==> config.mk <==
export PLATFORM = sky130hd
export DESIGN_NAME = lifl_update
export DESIGN_NICKNAME = d
export VERILOG_FILES = /design/src/design/lifl_pkg.sv /design/src/design/lifl_update.sv
export SDC_FILE = /design/constraint.sdc
export NUM_CORES = 1
export LEC_CHECK = 0
export BUFFER_PORTS_ARGS = -buffer_cell sky130_fd_sc_hd__buf_2
export CORE_UTILIZATION = 60
export DETAILED_ROUTE_END_ITERATION = 10
export PLACE_DENSITY = 0.92
export SLEW_MARGIN = 40
export SYNTH_ARGS = -nofsm -noshare
export SYNTH_HDL_FRONTEND = slang
export SYNTH_SLANG_ARGS = --single-unit
==> constraint.sdc <==
create_clock -name vclk -period 24.3
set_input_delay 4.86 -clock vclk [all_inputs]
set_output_delay 4.86 -clock vclk [all_outputs]
set_load 0.01 [all_outputs]
==> src/design/lifl_pkg.sv <==
// Shared types and constants for the LIF neuron layer step unit.
package lifl_pkg;

    localparam int NEURONS   = 256;
    localparam int NEURON_AW = $clog2(NEURONS);
    localparam int IDX_W     = 8;
    localparam int VAL_W     = 16;
    localparam int DEC_W     = 12;

    localparam logic [DEC_W-1:0] DECAY_RESET  = 12'd3277;
    localparam logic [VAL_W-1:0] THRESH_RESET = 16'd256;

    typedef enum logic [1:0] {
        MODE_STEP  = 2'd0,
        MODE_PARAM = 2'd1,
        MODE_CLEAR = 2'd2
    } mode_t;

    typedef struct packed {
        logic signed [VAL_W-1:0] cur;
        logic signed [VAL_W-1:0] vol;
    } state_t;

    typedef struct packed {
        logic [DEC_W-1:0]        cdec;
        logic [DEC_W-1:0]        vdec;
        logic signed [VAL_W-1:0] th;
    } param_t;

    typedef struct packed {
        logic                    st_we;
        logic                    par_we;
        logic                    spike;
        state_t                  st_new;
        param_t                  par_new;
        logic signed [VAL_W-1:0] out_cur;
        logic signed [VAL_W-1:0] out_vol;
    } upd_t;

    localparam state_t STATE_RESET = '{cur: '0, vol: '0};
    localparam param_t PARAM_RESET = '{cdec: DECAY_RESET, vdec: DECAY_RESET,
                                       th: THRESH_RESET};

endpackage

==> src/design/lifl_update.sv <==
// Neuron update datapath: decay, integrate, saturate, threshold and mode select.
module lifl_update (
    input  logic [1:0]                          mode,
    input  logic [lifl_pkg::IDX_W-1:0]          idx,
    input  logic signed [lifl_pkg::VAL_W-1:0]   in_cur,
    input  logic [lifl_pkg::DEC_W-1:0]          new_cdec,
    input  logic [lifl_pkg::DEC_W-1:0]          new_vdec,
    input  logic signed [lifl_pkg::VAL_W-1:0]   new_th,
    input  lifl_pkg::state_t                    st,
    input  lifl_pkg::param_t                    par,
    input  logic signed [lifl_pkg::VAL_W-1:0]   rest,
    output lifl_pkg::upd_t                      res
);

    logic                  in_range;
    logic signed [28:0]    i_ext;
    logic signed [28:0]    cdec_ext;
    logic signed [28:0]    i_prod;
    logic signed [29:0]    i_rnd;
    logic signed [17:0]    i_scaled;
    logic signed [18:0]    i_sum;
    logic signed [15:0]    cur_step;
    logic signed [16:0]    diff;
    logic signed [29:0]    d_ext;
    logic signed [29:0]    vdec_ext;
    logic signed [29:0]    d_prod;
    logic signed [30:0]    d_rnd;
    logic signed [18:0]    d_scaled;
    logic signed [19:0]    v_sum;
    logic signed [15:0]    vol_sat;
    logic                  fire;

    assign in_range = 32'(idx) < 32'(lifl_pkg::NEURONS);

    assign i_ext    = 29'(st.cur);
    assign cdec_ext = 29'({1'b0, par.cdec});
    assign i_prod   = i_ext * cdec_ext;
    assign i_rnd    = 30'(i_prod) + 30'sd2048;
    assign i_scaled = 18'(i_rnd >>> 12);
    assign i_sum    = 19'(i_scaled) + 19'(in_cur);
    assign cur_step = (i_sum > 19'sd32767)  ? 16'sh7fff :
                      (i_sum < -19'sd32768) ? 16'sh8000 : 16'(i_sum);

    assign diff     = 17'(st.vol) - 17'(rest);
    assign d_ext    = 30'(diff);
    assign vdec_ext = 30'({1'b0, par.vdec});
    assign d_prod   = d_ext * vdec_ext;
    assign d_rnd    = 31'(d_prod) + 31'sd2048;
    assign d_scaled = 19'(d_rnd >>> 12);
    assign v_sum    = 20'(d_scaled) + 20'(cur_step);
    assign vol_sat  = (v_sum > 20'sd32767)  ? 16'sh7fff :
                      (v_sum < -20'sd32768) ? 16'sh8000 : 16'(v_sum);
    assign fire     = vol_sat > par.th;

    always_comb begin
        res.st_we   = 1'b0;
        res.par_we  = 1'b0;
        res.spike   = 1'b0;
        res.st_new  = st;
        res.par_new = par;
        case (mode)
            lifl_pkg::MODE_STEP: begin
                res.st_we      = in_range;
                res.spike      = fire;
                res.st_new.cur = cur_step;
                res.st_new.vol = fire ? rest : vol_sat;
            end
            lifl_pkg::MODE_PARAM: begin
                res.par_we       = in_range;
                res.par_new.cdec = new_cdec;
                res.par_new.vdec = new_vdec;
                res.par_new.th   = new_th;
            end
            lifl_pkg::MODE_CLEAR: begin
                res.st_we      = in_range;
                res.st_new.cur = '0;
                res.st_new.vol = rest;
            end
            default: begin
                res.st_new = st;
            end
        endcase
        if (!in_range) begin
            res.spike = 1'b0;
        end
        res.out_cur = in_range ? res.st_new.cur : '0;
        res.out_vol = in_range ? res.st_new.vol : '0;
    end

endmodule

**Word-level counts from Yosys, hierarchy flattened**

Cells that the tools add are included.
Widths: inputs -> output; s select.

- Output and inout port bits: 107
- Word-level logic and storage cells: 26
- Register bits: 0
- Input bits: 154

- Equality and inequality tests: 2
- Multiply operators: 2
- Muxes and demuxes: 10
- Reduce and logical (&&, ||, !) cells: 2
- $lt $le $gt $ge: 5
- $add $sub $neg: 5

Operators with widths:

| kind | count |
|---|---|
| $mux 16 | 5 |
| $pmux 32 s2 | 1 |
| $mux 40 | 1 |
| $add 30x13->31 const B | 1 |
| $add 29x13->30 const B | 1 |
| $mul 17x13->30 | 1 |
| $mul 16x13->29 | 1 |
| $add 19x16->20 | 1 |
| $gt 20x16->1 const B | 1 |
| $lt 20x16->1 const B | 1 |
| $add 18x16->19 | 1 |
| $gt 19x16->1 const B | 1 |
| $lt 19x16->1 const B | 1 |
| $sub 16x16->17 | 1 |
| $gt 16x16->1 | 1 |
| $mux 1 | 3 |
| $eq 2x1->1 const B | 1 |
| $eq 2x2->1 const B | 1 |
| $logic_not 2->1 | 1 |
| $reduce_or 2->1 | 1 |

**Depth between registers and ports, before layout**

Gate-level depths: netlist (run 1).

- Depth after elaboration: 13
- Gate-level depth with buffers: 56
- Depth with buffers taken out: 52

**Least setup slack after synthesis (run 1)**

OpenSTA, ideal clock, no wires.

- Path type: input to output
- Start point: input port par[33] (netlist bit)
- End point: output port res[77] (netlist bit)
- Setup slack: 2.335 ns
- Stages: 52
- Required time: 19.440 ns
- Path buffers: 7
- Arrival time: 17.105 ns
- Path through: clkbuf_1 > clkbuf_1 > nand2_1 > fa_1 > fa_1 > fa_1 > inv_1 > fa_1 > fa_1 > fa_1 > ha_1 > a21oi_1 > nor2_1 > a211oi_1 > and4_1 > o31ai_1 > o311a_1 > o21a_1 > (+16 left out) > a21o_1 > a211oi_2 > nor4b_1 > or3b_4 > o41ai_4 > clkbuf_1 > o21ai_0 > ha_1 > a21o_1 > a21oi_1 > o221ai_1 > a31oi_1 > o21ai_0 > a211oi_1 > or2b_2 > buf_6 > o211ai_2 > buf_4

RTL lines:

| element | line | text |
|---|---|---|
| start, declared | lifl_update.sv:10 | `input lifl_pkg::param_t par,` |
| end, declared | lifl_update.sv:12 | `output lifl_pkg::upd_t res` |

==> metrics.yaml, run 1 <==
synth:
  synthDistinctLibCells: 79
  syn_area_mm2: 0.01974
  yosys-mux-area-fraction: 0.01027
  synth_area_per_cell_um2: 8.402
  synth_compound_area_frac: 0.1232
  synthCells: 2349
  synth_top_area_share: 0.3804
  synth_top_family_by_area: "adder cells"
  synthXorXnorAreaFrac: 0.03550
  synthAdderAreaFrac: 0.5345
  yosysWarningCount: 0
  synthSimpleGateAreaFrac: 0.1763
  yosysTopAreaCell: "fa_1"
  synth.area.top_cells: "fa_1 (38%), ha_1 (15%), inv_1 (8.7%)"
  seq_area_frac_synth: 0
  synth_nets: 3121
grt:
  grt_pass1_vias: 18290
  antenna_found_initial: 2
  overflow: 0
  grt_pass1_wl_um: 90400
  grt.total_usage: 0.3403
  grt_max_degree: 53
sta:
  setup_viol: 0
  finalSetupTns_ns: 0
  post-route-period-util: 0.9664
  slew_headroom: 0.4325
  fmax_mhz: 42.58
  slew_viol_final: 0
  finalCriticalPeriod_ns: 23.48
  worst_pin_slew_ns: 0.8470
  finalHoldViolCount: 0
  rsz0062_at_grt: "false"
  setup_slack_ns: 0.8164
  worst_hold_slack_ns: 10.00
floorplanning:
  fp.dieH_um: 183.4
  ios: 261
  rows: 66
  dieWidth_um: 183.4
  dieArea_mm2: 0.03362
  coreArea_mm2: 0.03245
  start_util: 0.6081
layout:
  area_growth_pct: 7.057
  seq_area_um2: 0
  layout-drive-gt1-share: 0.1335
  clkbuf_count: 0
  final_net_count: 3260
  design_area_mm2: 0.02113
  seq_cells: 0
  n_fill_cell: 2473
placed_design:
  pre_cts_ws_ns: 0.9104
  routabilityCongestion: 0.9292
  place_area_mm2: 0.02106
  io_buffers: 253
  place_hpwl_um: 45930
routing:
  wl_per_cell_um: 18.96
  met1Wirelength_um: 20240
  drc_errors: 0
  drt_first_pass_iters: 6
  wl_met3_um: 5951
  num_vias: 17540
  drt_wl_total_um: 55570
  ant_nets: 0
  drt_iter0_markers: 1506
  route.met2.wl_um: 26520
  vias_per_cell: 5.984
  top_layer_used: "met5"
setup_path:
  worst-setup-path-type: "input pin to output pin"
  cp_slowest_cell: "fa_1"
  cp.arrival_ns: 18.62
  cp_max_fo: 16
  critPathLaunchType: "input pin"
  critical_path.max_stage_delay_ns: 0.61
  end_kind: "output pin"
  crit_top_cell: "a21oi_1"
  crit_required_ns: 19.44
flow_run:
  maxCapViolations: 0
run_status:
  outcome: "finished, final reports clean"
cts:
  cts_hold_buf: 0
worst_hold_path:
  hp-class: "input pin to output pin"
area by class of cell:
cell class	instances	area, um2	area share
Multi-Input combinational cell	1753	17410	0.8241
Inverter	460	1727	0.08172
Timing Repair Buffer	273	1429	0.06763
Tap cell	442	553.0	0.02618
Antenna cell	3	7.507	0.0003553
Yosys cell counts, drive strengths merged, types with 5 or more instances:
cell type and n:
nor3 20, o311ai 12, a221o 15, o21a 11
and4 5, a211oi 6, nor2 70, fa 375
and2 175, mux2 18, nand2 283, o211ai 21
or3 12, nand2b 31, a31oi 14, inv 460
nand3 44, buf 37, nor2b 15, o31ai 6
a311oi 13, o21ai 75, clkbuf 99, a22oi 15
xnor2 52, and3 14, xor2 28, a21o 37
ha 243, nand4 12, a21oi 73
final timing paths:
check         from  endpoint  slack, ns  depth (start not counted)
min    new_vdec[5]   res[53]      10.00                          4
max          st[0]    res[0]       0.82                         51
placed cells by master (no fill, tap or decap), types with 4 or more instances in the layout:
cell / instances
a21o_1: 37
a21oi_1: 73
a221o_1: 15
a22o_1: 4
a22oi_1: 15
a311oi_1: 11
a31oi_1: 13
and2_1: 175
and3_1: 14
and4_1: 5
buf_2: 253
buf_4: 19
fa_1: 375
ha_1: 242
inv_1: 460
mux2_2: 18
nand2_1: 283
nand2b_1: 31
nand3_1: 44
nand4_1: 12
nor2_1: 69
nor2b_1: 14
nor3_1: 18
o2111ai_1: 4
o211ai_1: 11
o211ai_2: 10
o21a_1: 10
o21ai_0: 72
o311ai_0: 9
o31ai_1: 4
or3_1: 12
xnor2_1: 51
xor2_1: 27
critical path: cells and delay by family:
family,cells,cell delay [ns]
compound gates,24,5.90
xor+xnor,3,0.94
fa+ha+maj,11,4.49
buf+inv,6,0.81
simple gates,7,1.59
metrics by stage:
stage                     utilization  instances
after floorplan                     -       2349
after detailed placement       0.6490       2924
final                          0.6510       2931
after CTS                      0.6490       2924
after global placement         0.6482       2924
after global routing           0.6509       2929
cell families (layout without fill, tap and decap cells):
family / Yosys count / after routing
compound gates: 337 / 337
mux: 18 / 18
other cells: 0 / 3
buf+inv: 596 / 733
fa+ha+maj: 618 / 618
xor+xnor: 80 / 80
simple gates: 700 / 700
per-layer routing:
metal,vias to the layer above,track usage
li1,7727,-
met5,-,0
met1,8412,0.4250
met4,2,0.1477
met2,1121,0.5696
met3,276,0.07248
what timing repair did:
item                                    in CTS  in global routing
buffers inserted                             0                  4
endpoints found under the setup margin       0                  2
resized for setup                            0                  1
==> run 2, diff against run 1 <==
Settings changed: ABC_AREA set to 1.
==> run 2 against run 1 <==
Global-route usage down 1.8 points. Flip-flop and latch count unchanged. Setup slack better by 2.5 ns. Critical path type unchanged. Critical endpoint is now res[13]. Largest cell class unchanged.
==> metrics.yaml, run 2 <==
grt:
  overflow: 0  # unchanged
  grt.total_usage: 0.3227  # -0.01761
  grt_pass1_wl_um: 92910  # +2.8%
  antenna_found_initial: 0  # -2
  grt_pass1_vias: 19400  # +6.1%
  grt_max_degree: 70  # +32%
sta:
  rsz0062_at_grt: "false"
  finalSetupTns_ns: 0  # unchanged
  setup_slack_ns: 3.346  # +2.530 ns
  worst_pin_slew_ns: 0.8023  # -0.04470 ns
  finalHoldViolCount: 0  # unchanged
  fmax_mhz: 47.72  # +12%
  slew_headroom: 0.4613  # +0.02874
  finalCriticalPeriod_ns: 20.95  # -2.530 ns
  post-route-period-util: 0.8623  # -0.1041
  slew_viol_final: 0  # unchanged
  setup_viol: 0  # unchanged
setup_path:
  critical_path.max_stage_delay_ns: 0.63  # +0.02 ns
  crit_top_cell: "nand2_1"
  cp_slowest_cell: "fa_1"
  cp.arrival_ns: 16.09  # -2.53 ns
  crit_required_ns: 19.44  # about the same
  end_kind: "output pin"
  cp_max_fo: 17  # +1
  critPathLaunchType: "input pin"
  worst-setup-path-type: "input pin to output pin"
floorplanning:
  rows: 67  # +1.5%
  ios: 261  # unchanged
  dieArea_mm2: 0.03554  # +5.7%
  start_util: 0.6163  # +0.008159
  dieWidth_um: 188.5  # +2.8%
  coreArea_mm2: 0.03387  # +4.4%
  fp.dieH_um: 188.5  # +2.8%
placed_design:
  place_hpwl_um: 48960  # +6.6%
  routabilityCongestion: 1.032  # +11%
  place_area_mm2: 0.02215  # +5.2%
  io_buffers: 253  # unchanged
  pre_cts_ws_ns: 3.462  # +2.551 ns
layout:
  clkbuf_count: 0  # unchanged
  layout-drive-gt1-share: 0.1052  # -0.02834
  antenna_cells: 0  # -3
  design_area_mm2: 0.02215  # +4.9%
  layout_commonest_cell: "nand2_1"
  area_growth_pct: 6.139
  seq_area_um2: 0  # unchanged
  n_fill_cell: 2850  # +15%
  fin_util: 0.6541  # +0.003079
  final_net_count: 3901  # +20%
  final_cell_mix: "nand2_1 (820), inv_1 (713), fa_1 (375), buf_2 (253), ha_1 (243)"
  seq_cells: 0  # unchanged
  multiInputGateArea_mm2: 0.01761  # +1.1%
synth:
  synthDistinctLibCells: 51  # -35%
  synth_nets: 3755  # +20%
  synthCells: 2983  # +27%
  seq_area_frac_synth: 0  # unchanged
  synth_area_per_cell_um2: 6.997  # -17%
  synth_top_area_share: 0.3597  # -0.02071
  yosys-top-cells-count: "nand2_1 (820), inv_1 (713), fa_1 (375), ha_1 (243), nor2_1 (185)"
  yosysWarningCount: 0  # unchanged
  synth.area.top_cells: "fa_1 (36%), nand2_1 (15%), ha_1 (15%)"
  synth.most_common_cell: "nand2_1"
  syn_area_mm2: 0.02087  # +5.8%
  yosysTopAreaCell: "fa_1"
routing:
  drt_iter0_markers: 1635  # +8.6%
  vias_per_cell: 5.418  # -9.5%
  drt_wl_total_um: 56210  # +1.2%
  drt_first_pass_iters: 7  # +1
  wl_per_cell_um: 15.72  # -17%
  num_vias: 19370  # +10%
  ant_nets: 0  # unchanged
  drc_errors: 0  # unchanged
worst_hold_path:
  hp-class: "input pin to output pin"
flow_run:
  maxCapViolations: 0  # unchanged
cts:
  cts-resized-gates: 0  # unchanged
  cts_setup_buffers: 0  # unchanged
  cts_hold_buf: 0  # unchanged
run_status:
  outcome: "finished, final reports clean"
run 2: changes by cell type after synthesis, moves of 24 or more:
cell / before / now
o21bai_1: 2 / 26
a21o_1: 37 / 5
nand2b_1: 31 / 0
nand3_1: 44 / 90
clkbuf_1: 99 / 65
nand2_1: 283 / 820
and2_1: 175 / 4
inv_1: 460 / 713
nand2_2: 0 / 30
nor2_1: 70 / 185
a21oi_1: 73 / 106
xnor2_1: 52 / 25
run 2: path summary, 6_finish.rpt:
| path | start | to | slack (ns) | cells past startpoint |
|---|---|---|---|---|
| setup / recovery | par[29] | res[13] | 3.35 | 60 |
| hold / removal | new_cdec[2] | res[62] | 10.01 | 4 |
run 2: area by class of cell:
cell class         instances  share of cell area
inverters                719              0.1218
multi-input cells       2153              0.7950
repair buffers           255             0.05784
well taps                448             0.02530
run 2: kinds of logic (layout without fill, tap and decap cells):
kind of cell	count (synthesis)	in the layout	synth area share
adder cells (fa/ha/maj)	618	618	0.5054
AND/OR/NAND/NOR	1216	1216	0.2402
XOR/XNOR	65	65	0.02728
AO/OA/AOI/OAI	254	254	0.06972
buffers and inverters	830	974	0.1574
run 2: through the flow:
step | std cells | hold slack, ns
3_5_place_dp | 3575 | 10.00
6_report | 3575 | 10.01
3_3_place_gp | 3575 | 10.00
5_1_grt | 3575 | 10.02
2_1_floorplan | 2983 | 9.839
4_1_cts | 3575 | 10.00
run 2: layer usage:
layer,vias to the layer above,track usage,share of wire
li1,9157,-,-
met1,9014,0.4187,0.38
met2,1025,0.5420,0.47
met3,172,0.04898,0.11
met4,0,0.1262,0.043
met5,-,0,0
run 2: critical path: cells and delay by family:
| kind | cells | cell delay (ns) |
|---|---|---|
| adder cells (fa/ha/maj) | 11 | 4.74 |
| buffers and inverters | 12 | 1.37 |
| AND/OR/NAND/NOR | 29 | 3.41 |
| XOR/XNOR | 1 | 0.22 |
| AO/OA/AOI/OAI | 7 | 1.48 |
Power of run 2 is left out: the tool's default activity adds up to more than one toggle a clock period on the data nets, which glitch-free logic cannot reach.
==> run 3, diff against run 2 <==
Settings changed: CORE_UTILIZATION 60 to 63, PLACE_DENSITY 0.92 to 0.95.
==> run 3 against run 2 <==
Count of clock-buffer cells in the layout did not move. Die area is 4.7% lower. Flip-flop and latch count did not move. Sequential share of layout area unchanged. Maximum frequency down 2.6%. Setup slack worse by 0.55 ns. First-iteration DRC count rose by 17%. Routed wire length increased by 7.8%. Final cell count fell by 0.14%. Hold slack lost 0.0048 ns. Non-clock buffer count is the same. Highest routed layer is now met5.
==> metrics.yaml, run 3 (synthesis gave the netlist of run 2 again) <==
floorplanning:
  dieArea_mm2: 0.03386  # -4.7%
  ios: 261  # unchanged
  dieWidth_um: 184.0  # -2.4%
  fp.dieH_um: 184.0  # -2.4%
  coreArea_mm2: 0.03254  # -3.9%
  rows: 66  # -1.5%
  start_util: 0.6415  # +0.02522
setup_path:
  cp_max_fo: 17  # unchanged
  end_kind: "output pin"
  path_buf_inv: 11  # -1
  cp_slowest_cell: "fa_1"
  worst-setup-path-type: "input pin to output pin"
  cp.arrival_ns: 16.64  # +0.55 ns
  critPathTopFamily: "adder cells"
  critPathLaunchType: "input pin"
  crit_required_ns: 19.44  # about the same
  critical_path.max_stage_delay_ns: 0.63  # about the same
  crit_top_cell: "nand2_1"
routing:
  ant_nets: 0  # unchanged
  drt_first_pass_iters: 6  # -1
  drt_iter0_markers: 1919  # +17%
  wl_met3_um: 6735  # +13%
  drc_errors: 0  # unchanged
  top_layer_used: "met5"
  num_vias: 19910  # +2.8%
  met1Wirelength_um: 22320  # +3.5%
  drt_wl_total_um: 60590  # +7.8%
  route.met2.wl_um: 27600  # +5.0%
  wl_per_cell_um: 16.97  # +7.9%
  vias_per_cell: 5.576  # +2.9%
layout:
  final_cell_mix: "nand2_1 (820), inv_1 (713), fa_1 (375), buf_2 (253), ha_1 (243)"
  area_growth_pct: 6.115  # about the same
  layout-drive-gt1-share: 0.1052  # unchanged
  final_cells: 3570  # -0.14%
  final_net_count: 3901  # unchanged
  clkbuf_count: 0  # unchanged
  layout_commonest_cell: "nand2_1"
  seq_cells: 0  # unchanged
  seq_area_um2: 0  # unchanged
sta:
  slew_viol_final: 0  # unchanged
  worst_pin_slew_ns: 0.8877  # +0.08535 ns
  rsz0062_at_grt: "false"
  finalSetupTns_ns: 0  # unchanged
  slew_headroom: 0.4040  # -0.05731
  fmax_mhz: 46.50  # -2.6%
  finalCriticalPeriod_ns: 21.50  # +0.5499 ns
  finalHoldViolCount: 0  # unchanged
  post-route-period-util: 0.8849  # +0.02263
  setup_slack_ns: 2.796  # -0.5499 ns
  setup_viol: 0  # unchanged
grt:
  grt_max_degree: 50  # -29%
  overflow: 0  # unchanged
  grt.total_usage: 0.3659  # +0.04320
  antenna_found_initial: 4  # +4
  grt_pass1_wl_um: 96730  # +4.1%
  grt_pass1_vias: 19890  # +2.5%
run_status:
  outcome: "finished, final reports clean"
placed_design:
  io_buffers: 253  # unchanged
  routabilityCongestion: 0.9840  # -4.6%
  pre_cts_ws_ns: 3.437  # -0.02494 ns
  place_hpwl_um: 51350  # +4.9%
  placedCellCount: 3569  # -0.17%
worst_hold_path:
  hp-class: "input pin to output pin"
flow_run:
  maxCapViolations: 0  # unchanged
cts:
  cts_hold_buf: 0  # unchanged
  cts-resized-gates: 0  # unchanged
  cts_setup_buffers: 0  # unchanged
## run 3: metal layers
layer | global-route usage | up-vias
li1 | - | 9162
met1 | 0.4514 | 9297
met2 | 0.5917 | 1148
met3 | 0.08360 | 292
met4 | 0.2070 | 6
met5 | 0 | -
## run 3: per-stage QoR
stage            util  hold slack (ns)  cell area (um2)
2_1_floorplan       -            9.839            20870
3_3_place_gp   0.6800            9.999            22130
3_5_place_dp   0.6806            10.00            22150
4_1_cts        0.6806            10.00            22150
5_1_grt        0.6806            10.03            22150
6_report       0.6807            10.00            22150
## run 3: cell type report
| cell class | instances | area, um2 |
|---|---|---|
| inverters | 719 | 2699 |
| fillers | 2668 | 10390 |
| well taps | 442 | 553.0 |
| multi-input cells | 2153 | 17610 |
| diodes | 1 | 2.502 |
| repair buffers | 255 | 1281 |
## run 3: worst paths after layout
path                    start  endpoint  slack (ns)  cells after the start
setup / recovery      par[29]   res[15]        2.80                     61
hold / removal    new_cdec[9]   res[69]       10.00                      4
## run 3: worst min-delay path, stage by stage
cell and delay, ns:
buf_2 0.07, nand2_1 0.04, nand2_1 0.05, buf_2 0.12
Power of run 3 is left out for the same reason.
